[src/rtl/mnhf_pkg.sv]
`default_nettype none

package mnhf_pkg;

    // Configuration register widths and limits
    localparam int WIDTH_W     = 13;
    localparam int HEIGHT_W    = 12;
    localparam int CFG_DATA_W  = 13;
    localparam int CFG_IDX_W   = 1;
    localparam int WIDTH_LIMIT = 4096;

    // Register indexes on the configuration port
    typedef enum logic [CFG_IDX_W-1:0] {
        REG_IMAGE_WIDTH  = 1'b0,
        REG_IMAGE_HEIGHT = 1'b1
    } cfg_reg_t;

    // Input request kinds
    typedef enum logic {
        OP_PIXEL = 1'b0,
        OP_FLUSH = 1'b1
    } op_t;

    // Input request payload
    typedef struct packed {
        op_t        op;
        logic [7:0] red_in;
        logic [7:0] green_in;
        logic [7:0] blue_in;
        logic       occupied_in;
    } in_item_t;

    // Result payload
    typedef struct packed {
        logic [7:0] red_out;
        logic [7:0] green_out;
        logic [7:0] blue_out;
        logic       occupied_out;
        logic       newly_filled;
        logic       frame_end;
    } out_item_t;

    // One stored pixel word
    typedef struct packed {
        logic       occupied;
        logic [7:0] blue;
        logic [7:0] green;
        logic [7:0] red;
    } pix_t;

    // Neighbour presence and flags for one fill evaluation
    typedef struct packed {
        logic north_ok;
        logic east_ok;
        logic south_ok;
        logic west_ok;
        logic last;
    } fill_ctl_t;

endpackage

`default_nettype wire

[src/rtl/mnhf_fill.sv]
`default_nettype none

// Neighbour mean and fill decision for one pixel.
module mnhf_fill (
    input  wire mnhf_pkg::pix_t      centre,
    input  wire mnhf_pkg::pix_t      north,
    input  wire mnhf_pkg::pix_t      south,
    input  wire mnhf_pkg::pix_t      west,
    input  wire mnhf_pkg::pix_t      east,
    input  wire mnhf_pkg::fill_ctl_t ctl,
    output mnhf_pkg::out_item_t      result
);

    // Rounded mean of n values summing to s; thirds via reciprocal 10923 / 2^16
    function automatic logic [7:0] mean_of(input logic [9:0] s, input logic [2:0] n);
        logic [10:0] x;
        logic [24:0] p;
        logic [10:0] t2;
        logic [10:0] t4;
        logic [7:0]  m;
        x  = {s, 1'b0} + 11'd3;
        p  = 25'(x) * 25'd10923;
        t2 = {1'b0, s} + 11'd1;
        t4 = {1'b0, s} + 11'd2;
        case (n)
            3'd1:    m = s[7:0];
            3'd2:    m = t2[8:1];
            3'd3:    m = p[23:16];
            default: m = t4[9:2];
        endcase
        return m;
    endfunction

    logic       use_n, use_e, use_s, use_w;
    logic [2:0] cnt;
    logic [9:0] sum_r, sum_g, sum_b;

    // Present and occupied neighbours
    assign use_n = ctl.north_ok && north.occupied;
    assign use_e = ctl.east_ok  && east.occupied;
    assign use_s = ctl.south_ok && south.occupied;
    assign use_w = ctl.west_ok  && west.occupied;

    assign cnt = 3'(use_n) + 3'(use_e) + 3'(use_s) + 3'(use_w);

    // Per-channel sums
    assign sum_r = (use_n ? 10'(north.red) : 10'd0) + (use_e ? 10'(east.red) : 10'd0)
                 + (use_s ? 10'(south.red) : 10'd0) + (use_w ? 10'(west.red) : 10'd0);
    assign sum_g = (use_n ? 10'(north.green) : 10'd0) + (use_e ? 10'(east.green) : 10'd0)
                 + (use_s ? 10'(south.green) : 10'd0) + (use_w ? 10'(west.green) : 10'd0);
    assign sum_b = (use_n ? 10'(north.blue) : 10'd0) + (use_e ? 10'(east.blue) : 10'd0)
                 + (use_s ? 10'(south.blue) : 10'd0) + (use_w ? 10'(west.blue) : 10'd0);

    // Empty pixel with a neighbour takes the mean, else passes through
    always_comb begin
        result.red_out      = centre.red;
        result.green_out    = centre.green;
        result.blue_out     = centre.blue;
        result.occupied_out = centre.occupied;
        result.newly_filled = 1'b0;
        result.frame_end    = ctl.last;
        if (!centre.occupied && (cnt != 3'd0)) begin
            result.red_out      = mean_of(sum_r, cnt);
            result.green_out    = mean_of(sum_g, cnt);
            result.blue_out     = mean_of(sum_b, cnt);
            result.occupied_out = 1'b1;
            result.newly_filled = 1'b1;
        end
    end

endmodule

`default_nettype wire

[config.mk]
export PLATFORM = sky130hd
export DESIGN_NAME = mnhf_fill
export DESIGN_NICKNAME = d
export VERILOG_FILES = /design/src/rtl/mnhf_pkg.sv /design/src/rtl/mnhf_fill.sv
export SDC_FILE = /design/constraint.sdc
export NUM_CORES = 1
export LEC_CHECK = 0
export BUFFER_PORTS_ARGS = -buffer_cell sky130_fd_sc_hd__buf_2
export CORE_MARGIN = 3
export CORE_UTILIZATION = 40
export DETAILED_ROUTE_END_ITERATION = 10
export PLACE_DENSITY = 0.59
export SYNTH_ARGS = -nofsm -noshare
export SYNTH_HDL_FRONTEND = slang
export SYNTH_SLANG_ARGS = --single-unit
[constraint.sdc]
create_clock -name vclk -period 24.4
set_clock_uncertainty 0.05 [all_clocks]
set_input_delay 4.88 -clock vclk [all_inputs]
set_output_delay 4.88 -clock vclk [all_outputs]
set_load 0.02 [all_outputs]
* Word level (Yosys, flattened, before mapping)
Cells that the tools add are included.
** Word-level totals
- Flip-flop bits (word level) :: 0
- Output and inout port bits :: 27
- Logic and storage cells :: 50
** Cells by class
- Add/subtract/negate cells :: 21
- Multiply operators :: 3
- Equality and inequality tests :: 3
- Mux-type cells :: 16
- Reduce and logical (&&, ||, !) cells :: 7
** Operator list (count)
- 8-bit 2-to-1 mux :: 12
- 11-bit by 14-bit multiplier with 24-bit output, second input constant :: 3
- 8-bit case mux with 3 select lines :: 3
- 11-bit by 2-bit adder with 11-bit output, second input constant :: 3
- 10-bit by 2-bit adder with 10-bit output, second input constant :: 3
- 10-bit by 8-bit adder with 10-bit output :: 3
- 9-bit by 8-bit adder with 10-bit output :: 3
- 8-bit by 8-bit adder with 9-bit output :: 3
- 9-bit by 1-bit adder with 9-bit output, second input constant :: 3
- 26-bit 2-to-1 mux :: 1
- 3-bit by 2-bit equality test with 1-bit output, second input constant :: 2
- 1-bit logical AND :: 5
- 2-bit by 1-bit adder with 3-bit output :: 1
- 3-bit by 1-bit adder with 3-bit output :: 1
- 3-bit by 1-bit equality test with 1-bit output, second input constant :: 1
- 3-bit nonzero test :: 1
- 1-bit by 1-bit adder with 2-bit output :: 1
- 1-bit zero test :: 1

* Depth between registers and ports, before layout
Gate-level depths: netlist of run 1.
- Depth in word-level cells :: 9
- Gate-level depth with buffers :: 35
- Gate-level depth less buffers :: 34

* Worst setup path after synthesis of run 1
No wires, ideal clock.
- Path kind :: in2out
- Start :: input ctl[2] (netlist name)
- End :: output result[25] (netlist name)
- Data arrival time :: 12889 ps
- Data required time :: 19470 ps
- Setup slack :: 6581 ps
- Stages :: 31
- Buffers on the path :: 2
- Cells stage by stage :: and2_1 -> clkbuf_1 -> nand2_1 -> fa_1 -> inv_1 -> fa_1 -> ha_1 -> fa_1 -> clkbuf_1 -> nand3_1 -> nor4_1 -> nand3_2 -> nor3_2 -> xor2_1 -> ha_1 -> fa_1 -> inv_1 -> fa_1 -> fa_1 -> fa_1 -> inv_1 -> ha_1 -> a211oi_1 -> nor2_1 -> a311oi_1 -> a31oi_1 -> o41a_1 -> a21oi_1 -> xnor2_1 -> nor2_1 -> a211oi_1
** RTL lines
- start: declaration :: line mnhf_fill.sv:10 : input wire mnhf_pkg::fill_ctl_t ctl,
- end: declaration :: line mnhf_fill.sv:11 : output mnhf_pkg::out_item_t result

==> results of run 1 <==
[worst min-delay path by stage]
stage	endpoint	from	slack, ps
after detailed placement	result[0]	ctl[0]	9710
after floorplan	result[0]	ctl[0]	9820
final	result[0]	ctl[0]	9710
after global routing	result[0]	ctl[0]	9710
after global placement	result[0]	ctl[0]	9710
after CTS	result[0]	ctl[0]	9710
[worst max-delay path, delay by kind of cell]
kind	cells	cell delay, ps
xor gates and xnor gates	3	670
buffers and inverters	4	630
AOI/OAI and AO/OA	7	1980
adders and majority gates	10	4120
and+or+nand+nor	8	1730
[synthesized netlist by cell type (5+ instances only)]
| cell | number |
|---|---|
| a31oi_1 | 8 |
| ha_1 | 239 |
| nor2_1 | 62 |
| and3_1 | 66 |
| nor3b_1 | 6 |
| a211oi_1 | 18 |
| nand2_1 | 107 |
| o31ai_1 | 5 |
| inv_1 | 319 |
| nor3_1 | 21 |
| nand3_1 | 28 |
| a21o_1 | 8 |
| o21ai_0 | 70 |
| a21oi_1 | 51 |
| xnor2_2 | 5 |
| nor2b_1 | 6 |
| or3_1 | 7 |
| o21a_1 | 10 |
| clkbuf_1 | 31 |
| xor2_1 | 39 |
| fa_1 | 149 |
| nand2b_1 | 5 |
| nand4_1 | 7 |
| o2111ai_1 | 5 |
| xnor2_1 | 48 |
| o211ai_1 | 8 |
| nor4_1 | 7 |
| and2_1 | 7 |
[per-layer routing]
metal,share of wire (%),up-vias,GRT usage [%]
met4,1.9,0,2.91
li1,-,5008,-
met2,45,238,32.3
met3,4.2,32,1.20
met1,49,4622,28.5
met5,0,-,0
[cells by family after synthesis]
kind of cell	count (synthesis)	synth area share (%)
adders and majority gates	388	50.8
xor gates and xnor gates	98	8.21
and+or+nand+nor	350	15.0
AOI/OAI and AO/OA	239	13.8
buffers and inverters	359	11.8
muxes	4	0.341
[cell type report]
type / instances / share of cell area [%]
Timing Repair Buffer: 159 / 6.27
Multi-Input combinational cell: 1079 / 80.6
Inverter: 321 / 9.37
Tap cell: 384 / 3.74
[stage by stage]
stage	setup WS (ps)	hold WS [ps]	util, %	std cells
5_1_grt	4940	9710	44.6	1943
2_1_floorplan	6580	9820	-	1438
6_report	5470	9710	44.6	1943
3_5_place_dp	5520	9710	44.6	1943
3_3_place_gp	5720	9710	44.6	1943
4_1_cts	5500	9710	44.6	1943
==> metrics.yaml, run 1 <==
finish:
  final_common_cell: "inv_1"
  num_antenna_cells: 0
  nNetsFinal: 2079
  clock_buffers: 0
  syn2layout_area_growth_pct: 9.46
  layout-drive-gt1-share_pct: 12.6
  multi_input_area_mm2: 0.0104
  most-common-layout-cells: "inv_1 (319), ha_1 (239), buf_2 (155)"
  layout.area.seq_um2: 0
  n_fill_cell: 2997
  flops_and_latches: 0
  fin_area_mm2: 0.0129
floorplanning:
  rows: 62
  design.portCount: 157
  start_util_pct: 40.7
  die-area_mm2: 0.0315
  die_x_um: 177
  chipHeight_um: 177
  fp.coreArea_mm2: 0.0289
global_route:
  grt_start_max_net_pins: 37
  grt_pass1_vias: 9963
  antenna_found_initial: 0
  grt_overflow_total: 0
  grt_pass1_wl_um: 50300
  track_usage_pct: 19.5
worst_setup_path:
  endpoint: "result[25]"
  cp-startpoint: "ctl[2]"
  cp_data_required_time_ps: 19470
  cp-end-kind: "output pin"
  worstSetupStartpointType: "input pin"
  path_class: "in2out"
  cp_common_cell: "fa_1"
  cp_slowest_cell: "fa_1"
  path_max_fanout: 19
  arrival_ps: 14000
  slowest_delay_ps: 760
synth:
  synth_top_cell_area_share_pct: 25.4
  syn_area_mm2: 0.0118
  yosysTopAreaCell: "ha_1"
  synth_nets: 1956
  synthCells: 1438
  synthDistinctLibCells: 85
  yosys-top-cells-area: "ha_1 (25%), fa_1 (25%), inv_1 (10%)"
  avgSynthCellArea_um2: 8.17
  ys_warn_count: 0
  ys_seq_area_share_pct: 0
sta:
  max_freq_mhz: 52.8
  relSlewSlack_pct: 43.3
  drv_slew: 0
  finalSetupViolations: 0
  rsz0062_at_grt: "false"
  timing.final.crit_share_pct: 77.6
  period_needed_ps: 18930
  worstMarginPinSlew_ps: 848
  report.final.hold_viol_count: 0
  setup-tns-final_ps: 0
placement:
  postPlaceCellArea_mm2: 0.0129
  gp_congestion: 0.895
  port_buffers: 155
  dpl.hpwl_um: 27100
clock_network:
  cts_setup_buffers: 0
  ctsResizeCount: 0
  hold_buffers: 0
min_path:
  whs_path_depth: 0
  hold_path_class: "in2out"
outcome:
  status: "finished clean"
detailed_routing:
  routed_wl_um: 30400
  vias_per_cell: 5.10
  drc: 0
  drt-pass1-iter-count: 5
  drtAntennaViolNets: 0
  drtIter0Drc: 460
  post_drt_wl_per_cell_um: 15.7
  num_vias: 9900
job:
  drv_cap: 0
Power of run 1 is not shown: default switching activity piles up to over one toggle a cycle in this logic, so the estimate is an artifact.
==> run 2, diff against run 1 <==
- PLACE_DENSITY: 0.59 -> 0.61
- clock period: 24.4 -> 16.2 ns (I/O delays scaled with it)
==> metrics.yaml, run 2 (synthesis results as in run 1) <==
outcome:
  status: "finished clean"
floorplanning:
  design.portCount: 157
  die_x_um: 177
  start_util_pct: 40.7
  chipHeight_um: 177
  fp.coreArea_mm2: 0.0289
  die-area_mm2: 0.0315
  rows: 62
worst_setup_path:
  cp-end-kind: "output pin"
  arrival_ps: 12150
  worstSetupStartpointType: "input pin"
  cp_slowest_cell: "fa_1"
  path_class: "in2out"
  cp_common_cell: "fa_1"
  slowest_delay_ps: 540
  path_max_fanout: 19
  cp_data_required_time_ps: 12910
clock_network:
  hold_buffers: 0
  ctsResizeCount: 0
  cts_setup_buffers: 0
finish:
  flops_and_latches: 0
  nNetsFinal: 2083
  layout.area.seq_um2: 0
  n_fill_cell: 2990
  final_common_cell: "inv_1"
  num_antenna_cells: 0
  most-common-layout-cells: "inv_1 (319), ha_1 (239), buf_2 (155)"
  finalNonFillerCells: 1947
  fin_area_mm2: 0.0129
  layout-drive-gt1-share_pct: 12.8
  syn2layout_area_growth_pct: 9.71
  clock_buffers: 0
detailed_routing:
  drc: 0
  drtIter0Drc: 416
  num_vias: 9932
  drt-pass1-iter-count: 5
  vias_per_cell: 5.10
  drtAntennaViolNets: 0
  post_drt_wl_per_cell_um: 15.2
  routed_wl_um: 29500
global_route:
  track_usage_pct: 18.8
  antenna_found_initial: 2
  grt_pass1_vias: 9880
  grt_start_max_net_pins: 53
  grt_pass1_wl_um: 48800
  grt_overflow_total: 0
placement:
  dpl.hpwl_um: 26600
  gp_congestion: 0.912
  postPlaceCellArea_mm2: 0.0129
  placed_cells: 1947
  port_buffers: 155
  place_ws_ps: 758
sta:
  drv_slew: 0
  period_needed_ps: 15440
  relSlewSlack_pct: 34.9
  timing.final.crit_share_pct: 95.3
  worstMarginPinSlew_ps: 973
  report.final.hold_viol_count: 0
  setup-tns-final_ps: 0
  rsz0062_at_grt: "false"
  finalSetupViolations: 0
  max_freq_mhz: 64.8
  setup_slack_ps: 764
min_path:
  hold_path_class: "in2out"
job:
  drv_cap: 0
run 2: cell type report:
class                           instances  area (µm²)  share of cell area [%]
Multi-Input combinational cell       1079       10400                    80.4
Inverter                              321        1200                    9.35
Timing Repair Buffer                  163         836                    6.48
Tap cell                              384         480                    3.73
run 2: final timing paths:
check | slack, ps | to | depth (start not counted) | start
min | 6430 | result[0] | 0 | ctl[0]
max | 760 | result[26] | 33 | ctl[2]
run 2: critical path, delay by kind of cell:
| family | cells | cell delay, ps |
|---|---|---|
| compound gates | 7 | 1800 |
| xor+xnor | 3 | 720 |
| fa+ha+maj | 10 | 4110 |
| buf+inv | 6 | 810 |
| simple gates | 7 | 1450 |
run 2: layer usage:
layer  routed length (µm)  global-route usage (%)  share of wire [%]
met1                14200                    26.6                 48
met5                   16                       0              0.054
met4                  500                    2.75                1.7
met3                 1390                    1.41                4.7
met2                13400                    32.1                 45
run 2: through the flow:
step                      util, %  hold slack [ps]
after floorplan                 -             6540
after global routing         44.7             6430
after detailed placement     44.7             6430
after global placement       44.7             6430
final                        44.7             6430
after CTS                    44.7             6430
Power of run 2 is left out for the same reason.
