$ cat src/rtl/mnhf_ram.sv
`default_nettype none

// Generic RAM: one write port, two registered read ports, read-first.
module mnhf_ram #(
    parameter int WIDTH = 8,
    parameter int DEPTH = 16
) (
    input  wire logic                     aclk,
    input  wire logic                     we,
    input  wire logic [$clog2(DEPTH)-1:0] waddr,
    input  wire logic [WIDTH-1:0]         wdata,
    input  wire logic                     re,
    input  wire logic [$clog2(DEPTH)-1:0] raddr_a,
    input  wire logic [$clog2(DEPTH)-1:0] raddr_b,
    output logic      [WIDTH-1:0]         rdata_a,
    output logic      [WIDTH-1:0]         rdata_b
);

    logic [WIDTH-1:0] mem [DEPTH];

    // Reads return the old word on a same-address write
    always_ff @(posedge aclk) begin
        if (we) begin
            mem[waddr] <= wdata;
        end
        if (re) begin
            rdata_a <= mem[raddr_a];
            rdata_b <= mem[raddr_b];
        end
    end

endmodule

`default_nettype wire

$ cat config.mk
export PLATFORM = sky130hd
export DESIGN_NAME = mnhf_ram
export DESIGN_NICKNAME = d
export VERILOG_FILES = /design/src/rtl/mnhf_ram.sv
export SDC_FILE = /design/constraint.sdc
export NUM_CORES = 1
export LEC_CHECK = 0
export ABC_AREA = 1
export BUFFER_PORTS_ARGS = -buffer_cell sky130_fd_sc_hd__clkbuf_2
export CORE_MARGIN = 2
export CORE_UTILIZATION = 40
export CTS_BUF_LIST = sky130_fd_sc_hd__clkbuf_8
export DETAILED_ROUTE_END_ITERATION = 8
export GPL_TIMING_DRIVEN = 1
export PLACE_DENSITY = 0.55
export SYNTH_ARGS = -nofsm -noshare
export SYNTH_HDL_FRONTEND = slang
export SYNTH_SLANG_ARGS = --single-unit
export TNS_END_PERCENT = 10
$ cat constraint.sdc
create_clock -name aclk -period 1.1 [get_ports aclk]
set_input_delay 0 -clock aclk [delete_from_list [all_inputs] [get_ports aclk]]
set_output_delay 0 -clock aclk [all_outputs]
set_load 0.02 [all_outputs]
; Yosys cells after proc, flatten, opt, wreduce, memory -nomap -nowiden
; Memory sizes are Yosys's and may differ from the RTL's. A register that Yosys moved wholly into a read port is not among the register bits.
; Index checks and enable logic that the tools add are counted.
; Widths: inputs -> output; s select.
[totals]
memories = 1
out_inout_bits = 16
input_bits = 23
word_cells = 3
reg_bits = 0
ram_bits = 128
[mem_list]
columns = memory, depth, width, read_ports, rd_ports_with_merged_regs, write_ports, line_no
row1 = mem, 16, 8, 2, 2, 1, 19  ; logic [WIDTH-1:0] mem [DEPTH];
[op_classes]
mux = 2
[op_table]
columns = op, n
row1 = $mux 1, 2

; Depth between registers and ports, before layout
; Gate-level depths: netlist of the first run.
[depth]
depth_word = 2
mapped_depth = 7
ltp_nobuf = 6

; Worst setup path before layout of the first run
; No wires, ideal clock.
[synth_path]
path_kind = register to register
startpoint = memory mem[5][5]
endpoint = register rdata_a[5] (read register of mem), data pin
period_less_slack_ns = 0.956
stages_incl_launch_ff = 7
required_time_ns = 0.847
setup_ns = 0.253
setup_slack_ns = 0.144
arrival_ns = 0.703
path_cell_list = edfxtp_1 > inv_1 > nand2_1 > nand3_1 > nand3_1 > nand3_1 > nand2_1
[synth_lines]
columns = element, line_no
row1 = "start, declared", 19
row2 = "end, declared", 15  ; output logic [WIDTH-1:0] rdata_a,

==> results.sh, run 1 <==
export IMPL_status="complete, but fails checks"
export IMPL_violations="negative setup slack"
export IMPL_met3WireLength_um=1730
export IMPL_synth_seq_cells=144
export IMPL_hold_depth=1
export IMPL_power_density_nw_per_um2=1320
export IMPL_hold_viol_final=0
export IMPL_p_leak_nw=4.04
export IMPL_dr_wl_met2_um=10100
export IMPL_clkSinkCount=144
export IMPL_avgRoutedWirePerCell_um=18.8
export IMPL_clock_skew_final_ns=0.0153
export IMPL_overflow=0
export IMPL_pwr_share_comb_pct=13.3
export IMPL_cp_num_buf_inv=2
export IMPL_r2r_cells=7
export IMPL_min_delay_start="wdata[4]"
export IMPL_slew_headroom_pct=66.7
export IMPL_vias_per_cell=5.25
export IMPL_htree_levels=4
export IMPL_nets=960
export IMPL_reg2reg_to="rdata_a[0]$_DFFE_PP_"
export IMPL_grt_first_pass_wirelength_um=34500
export IMPL_worst_hold_slack_ns=0.0279
export IMPL_vias=6183
export IMPL_final_setup_viol_count=13
export IMPL_period_needed_ns=1.18
export IMPL_ant_nets=0
export IMPL_dp_hpwl_um=15100
export IMPL_p_sw_share_pct=25.4
export IMPL_cts_buffers=17
export IMPL_hold_path_class="primary input to flop"
export IMPL_initialDrtViolationCount=791
export IMPL_crit_top_cell="nand3_2"
export IMPL_cp_max_fo=2
export IMPL_drc=0
export IMPL_placed_area_um2=8300
export IMPL_avgSynthCellArea_um2=8.72
export IMPL_syn_to_final_growth_pct=21.8
export IMPL_fill_cells=1681
export IMPL_finish_instance_area_um2=9040
export IMPL_p_seq_share_pct=52.5
export IMPL_layout_commonest_cell="nand2_1"
export IMPL_die_area_um2=19700
export IMPL_io_pins=39
export IMPL_crit_family="simple AND/OR/NAND/NOR gates"
export IMPL_rr_startpoint="mem[0][0]$_DFFE_PP_"
export IMPL_clkPwrFrac_pct=34.2
export IMPL_synth_nets=874
export IMPL_io_buffers=38
export IMPL_min_to="mem[12][4]$_DFFE_PP_"
export IMPL_die_h_um=140
export IMPL_syn_cell_area_um2=7420
export IMPL_grt_max_degree=40
export IMPL_coreArea_um2=18100
export IMPL_maxSlewViolCount=0
export IMPL_grt_pass1_vias=5814
export IMPL_die_width_um=140
export IMPL_drt_met1_wl_um=9780
export IMPL_layout_common_cells="nand2_1, nand3_1, edfxtp_1"
export IMPL_worstPathRequired_ns=1.32
export IMPL_ir_drop_v=0.000824
export IMPL_yosysUniqueCellTypes=12
export IMPL_slowest_delay_ns=0.39
export IMPL_reg2reg_slack_ns=-0.08
export IMPL_p_int_mw=8.90
export IMPL_critPathSlowestCell="edfxtp_1"
export IMPL_clkTransAtPathRegs_ns=0.08
export IMPL_ys_seq_area_share_pct=58.3
export IMPL_dr_pass1_iters=6
export IMPL_clk_path_buf_depth=2
export IMPL_period_share_pct=107
export IMPL_critPathKind="flop to flop"
export IMPL_layout_drive_gt1_share_pct=25.9
export IMPL_cp_arrival_ns=1.40
export IMPL_clkLatencyLatePin_ns=0.47
export IMPL_grtUsageTotal_pct=23.7
export IMPL_layout_setup_ws_ns=-0.0824
export IMPL_antennaDiodeCount=0
export IMPL_routed_wl_um=22100
export IMPL_antenna_found_initial=0
export IMPL_max_freq_mhz=846
export IMPL_cts_tree="yes"
export IMPL_p_switching_mw=3.03
export IMPL_worst_pin_slew_ns=0.499
export IMPL_path_cells="inv_2 > buf_4 > nand2_1 > nand3_2 > nand3_2 > nand3_2 > nand2_2"
export IMPL_routed_top_layer="met4"
export IMPL_syn_inst=851
export IMPL_end_kind="flop"
export IMPL_rows=49
export IMPL_initial_core_util_pct=41.0
export IMPL_clock_root_buffer="clkbuf_8"
export IMPL_synth_warnings=0
export IMPL_place_gp_congestion=0.850
export IMPL_rsz0062_at_grt="true"
export IMPL_drv_cap=0
export IMPL_cp_start_kind="flop"
==> layout make-up <==
cell class	instances	area (um^2)	share of cell area, %
flip-flops and latches	144	4320	47.8
multi-input cells	521	2560	28.3
repair buffers	115	985	10.9
inverters	138	518	5.73
well taps	229	287	3.17
clock buffers	17	234	2.59
clock inverters	13	131	1.45
==> through the flow <==
stage                     worst slack, ns  cells  TNS (ns)  utilization [%]  power [mW]
after global routing               -0.123   1177     -1.37             50.0        12.4
after CTS                         -0.0698   1174    -0.442             49.0        11.9
after detailed placement           -0.178   1143     -1.48             45.9        7.83
final                             -0.0824   1177    -0.455             50.0        11.9
after floorplan                     0.144    851         0                -        7.19
after global placement             -0.183   1143     -1.32             45.9        7.83
==> how the worst max path moves through the flow <==
stage / startpoint / slack, ns / depth (start not counted) / to
after floorplan: mem[5][5]$_DFFE_PP_ / 0.14 / 6 / rdata_a[5]$_DFFE_PP_
after global placement: mem[1][0]$_DFFE_PP_ / -0.18 / 7 / rdata_a[0]$_DFFE_PP_
after detailed placement: mem[7][1]$_DFFE_PP_ / -0.18 / 7 / rdata_a[1]$_DFFE_PP_
after CTS: rdata_b[2]$_DFFE_PP_ / -0.07 / 1 / rdata_b[2]
after global routing: mem[3][0]$_DFFE_PP_ / -0.12 / 7 / rdata_a[0]$_DFFE_PP_
final: mem[0][0]$_DFFE_PP_ / -0.08 / 7 / rdata_a[0]$_DFFE_PP_
==> sequential cells by signal (all words and copies together) (netlist names) <==
| register | cells |
|---|---|
| mem | 128 |
| rdata_b | 8 |
| rdata_a | 8 |
==> Yosys cell counts <==
| library cell | instances | share of area [%] |
|---|---|---|
| nand3_1 | 225 | 15 |
| buf_6 | 14 | 2.1 |
| inv_2 | 4 | 0.20 |
| nand3b_1 | 2 | 0.20 |
| inv_1 | 134 | 6.8 |
| buf_2 | 26 | 1.8 |
| buf_1 | 1 | 0.051 |
| buf_4 | 4 | 0.40 |
| nand2_1 | 277 | 14 |
| edfxtp_1 | 144 | 58 |
| nor2_1 | 17 | 0.86 |
| clkbuf_1 | 3 | 0.15 |
==> cells by family after synthesis <==
family | after synthesis | share of synthesized area (%)
flip-flops | 144 | 58.3
buffers and inverters | 186 | 11.5
AND/OR/NAND/NOR | 521 | 30.3
==> power groups by stage <==
stage / Combinational, mW / Clock (mW) / Sequential (mW)
finish: 1.59 / 4.08 / 6.26
global route: 1.73 / 4.38 / 6.27
CTS: 1.53 / 4.13 / 6.26
detailed placement: 1.45 / 0 / 6.38
global placement: 1.45 / 0 / 6.37
floorplan: 0.771 / 0 / 6.42
==> per-layer routing <==
layer	vias up	track usage, %
met1	2950	33.4
met5	-	0
met2	268	36.3
met4	0	8.29
li1	2930	-
met3	35	5.37
==> repair_timing <==
| action | in CTS | in global routing |
|---|---|---|
| endpoints found under the hold margin | 16 | 0 |
| hold buffers | 1 | 0 |
| pin swaps | 18 | 15 |
| endpoints found under the setup margin | 17 | 22 |
| resized for setup | 55 | 68 |
| setup buffers | 1 | 3 |
==> worst register-to-register path: cells and delay by family, from the launching register on <==
kind,cells,cell delay (ns)
buf+inv,2,0.16
simple gates,5,0.39
flops,1,0.39
No activity file was read; power rests on OpenSTA's default activity.
==> run 2, diff against run 1 <==
--- a/config.mk
+++ b/config.mk
@@ -13,6 +13,7 @@
 export DETAILED_ROUTE_END_ITERATION = 8
 export GPL_TIMING_DRIVEN = 1
 export PLACE_DENSITY = 0.55
+export SLEW_MARGIN = 20
 export SYNTH_ARGS = -nofsm -noshare
 export SYNTH_HDL_FRONTEND = slang
 export SYNTH_SLANG_ARGS = --single-unit
==> constraint.sdc (replaced) <==
create_clock -name aclk -period 1.2 [get_ports aclk]
set_input_delay 0 -clock aclk [delete_from_list [all_inputs] [get_ports aclk]]
set_output_delay 0 -clock aclk [all_outputs]
set_load 0.02 [all_outputs]
==> run 2 against run 1 <==
The flow now finishes without violations. Final cell count decreased by 1.0%. Register-to-register slack gained 0.11 ns. Highest routed layer is now met5. Wire length fell by 1.9%. Via count shrank 2.2%. Count of clock-buffer cells in the layout unchanged. Final area fell by 3.2%. Global-route usage decreased by 0.65 points. Power is 5.0% lower.
==> results.sh, run 2 (synthesized netlist as in run 1, its figures left out) <==
export IMPL_status="complete, no violations"
export IMPL_largest_registers="mem (128), rdata_a (8), rdata_b (8)"
export IMPL_multi_input_area_um2=2390
export IMPL_p_int_mw=8.57
export IMPL_htree_levels=4
export IMPL_grtUsageTotal_pct=23.1
export IMPL_io_buffers=38
export IMPL_regArea_um2=4320
export IMPL_dp_slack_ns=-0.118
export IMPL_final_cells=1165
export IMPL_clkTransAtPathRegs_ns=0.08
export IMPL_avgRoutedWirePerCell_um=18.6
export IMPL_grt_max_degree=35
export IMPL_clkLatencyLatePin_ns=0.46
export IMPL_slowest_delay_ns=0.37
export IMPL_dp_hpwl_um=14800
export IMPL_dr_pass1_iters=5
export IMPL_fill_cells=1718
export IMPL_rows=49
export IMPL_hold_viol_final=0
export IMPL_nets=946
export IMPL_post_cts_setup_buffers=0
export IMPL_grt_busiest_layer="met2"
export IMPL_largest_reg_flops=128
export IMPL_tns_ns=0
export IMPL_final_setup_viol_count=0
export IMPL_vias=6047
export IMPL_die_h_um=140
export IMPL_place_gp_congestion=0.849
export IMPL_pwr_share_comb_pct=12.1
export IMPL_antenna_found_initial=1
export IMPL_antennaDiodeCount=0
export IMPL_layout_drive_gt1_share_pct=18.1
export IMPL_r2r_cells=7
export IMPL_end_kind="flop"
export IMPL_cp_num_buf_inv=2
export IMPL_crit_family="simple AND/OR/NAND/NOR gates"
export IMPL_die_area_um2=19700
export IMPL_layout_common_cells="nand2_1, nand3_1, edfxtp_1"
export IMPL_worst_hold_slack_ns=0.0253
export IMPL_finish_instance_area_um2=8750
export IMPL_p_seq_share_pct=50.5
export IMPL_clk_path_buf_depth=2
export IMPL_drv_cap=0
export IMPL_routed_wl_um=21700
export IMPL_cp_start_kind="flop"
export IMPL_initial_core_util_pct=41.0
export IMPL_reg2reg_slack_ns=0.03
export IMPL_maxSlewViolCount=0
export IMPL_use_met1_pct=31.4
export IMPL_initialDrtViolationCount=755
export IMPL_overflow=0
export IMPL_critPathKind="flop to flop"
export IMPL_place_inst=1133
export IMPL_hold_path_class="primary input to flop"
export IMPL_ir_drop_v=0.000699
export IMPL_cts_buffers=17
export IMPL_die_width_um=140
export IMPL_clkPwrFrac_pct=37.4
export IMPL_layout_setup_ws_ns=0.0301
export IMPL_drc=0
export IMPL_finish_utilization_pct=48.4
export IMPL_min_to="rdata_b[7]$_DFFE_PP_"
export IMPL_rsz0062_at_grt="true"
export IMPL_crit_top_cell="nand3_4"
export IMPL_clkSinkCount=144
export IMPL_rr_startpoint="mem[5][2]$_DFFE_PP_"
export IMPL_period_needed_ns=1.17
export IMPL_clock_skew_final_ns=0.00904
export IMPL_p_sw_share_pct=24.4
export IMPL_power_density_nw_per_um2=1290
export IMPL_layout_commonest_cell="nand2_1"
export IMPL_min_delay_start="re"
export IMPL_p_switching_mw=2.77
export IMPL_coreArea_um2=18100
export IMPL_vias_per_cell=5.19
export IMPL_max_freq_mhz=855
export IMPL_clock_root_buffer="clkbuf_8"
export IMPL_io_pins=39
export IMPL_reg2reg_to="rdata_a[2]$_DFFE_PP_"
export IMPL_top_register="mem"
export IMPL_syn_to_final_growth_pct=18.0
export IMPL_cp_arrival_ns=1.39
export IMPL_grt_pass1_vias=5924
export IMPL_grt_use_met3_pct=5.09
export IMPL_slew_headroom_pct=66.2
export IMPL_use_met2_pct=35.5
export IMPL_p_total_mw=11.3
export IMPL_cts_tree="yes"
export IMPL_ant_nets=0
export IMPL_p_leak_nw=3.96
export IMPL_hold_depth=2
export IMPL_critPathSlowestCell="edfxtp_1"
export IMPL_cp_max_fo=2
export IMPL_placed_area_um2=8170
export IMPL_period_share_pct=97.5
export IMPL_worstPathRequired_ns=1.42
export IMPL_grt_first_pass_wirelength_um=33800
export IMPL_path_cells="inv_1 > buf_4 > nand2_1 > nand3_2 > nand3_4 > nand3_4 > nand2_2"
export IMPL_worst_pin_slew_ns=0.507
run 2: cell count changes in the layout (fill, tap and decap cells not counted), sizes merged:
| cell | before | now |
|---|---|---|
| bufinv | 3 | 5 |
| inv | 141 | 140 |
| clkbuf | 49 | 55 |
| buf | 82 | 63 |
| clkinvlp | 0 | 1 |
| dlygate4sd3 | 1 | 0 |
run 2: worst max-delay path by stage:
stage,startpoint,cells after the start,end
6_report,mem[5][2]$_DFFE_PP_,7,rdata_a[2]$_DFFE_PP_
5_1_grt,mem[1][1]$_DFFE_PP_,6,rdata_b[1]$_DFFE_PP_
4_1_cts,mem[7][2]$_DFFE_PP_,7,rdata_a[2]$_DFFE_PP_
3_5_place_dp,raddr_b[0],9,rdata_b[2]$_DFFE_PP_
3_3_place_gp,raddr_b[0],9,rdata_b[2]$_DFFE_PP_
2_1_floorplan,mem[5][5]$_DFFE_PP_,6,rdata_a[5]$_DFFE_PP_
run 2: worst reg2reg max path, cell delays in order (launching register included):
cell	delay, ns
edfxtp_1	0.37
inv_1	0.08
buf_4	0.10
nand2_1	0.05
nand3_2	0.09
nand3_4	0.09
nand3_4	0.10
nand2_2	0.06
run 2: metal layers:
metal,routed length [um],vias up,part of all wire (%)
li1,-,2902,-
met1,9580,2845,44
met2,10000,255,46
met3,1540,43,7.1
met4,547,2,2.5
met5,13,-,0.060
run 2: timing repair:
action / 4_1_cts / 5_1_grt
setup endpoints to repair: 2 / 12
gates cloned: 0 / 0
resized for setup: 4 / 35
hold buffers: 0 / 0
pin swaps: 2 / 3
run 2: area by class of cell:
class	count	area share, %
Multi-Input combinational cell	521	27.3
Clock inverter	15	2.29
Inverter	138	5.92
Clock buffer	17	2.67
Timing Repair Buffer	101	9.15
Tap cell	229	3.27
Sequential cell	144	49.4
run 2: power by group through the flow:
stage	Combinational, mW	Clock [mW]	Sequential, mW
after detailed placement	1.31	0	5.84
after floorplan	0.707	0	5.89
after global placement	1.31	0	5.84
final	1.37	4.24	5.73
after CTS	1.32	4.30	5.73
after global routing	1.49	4.52	5.74
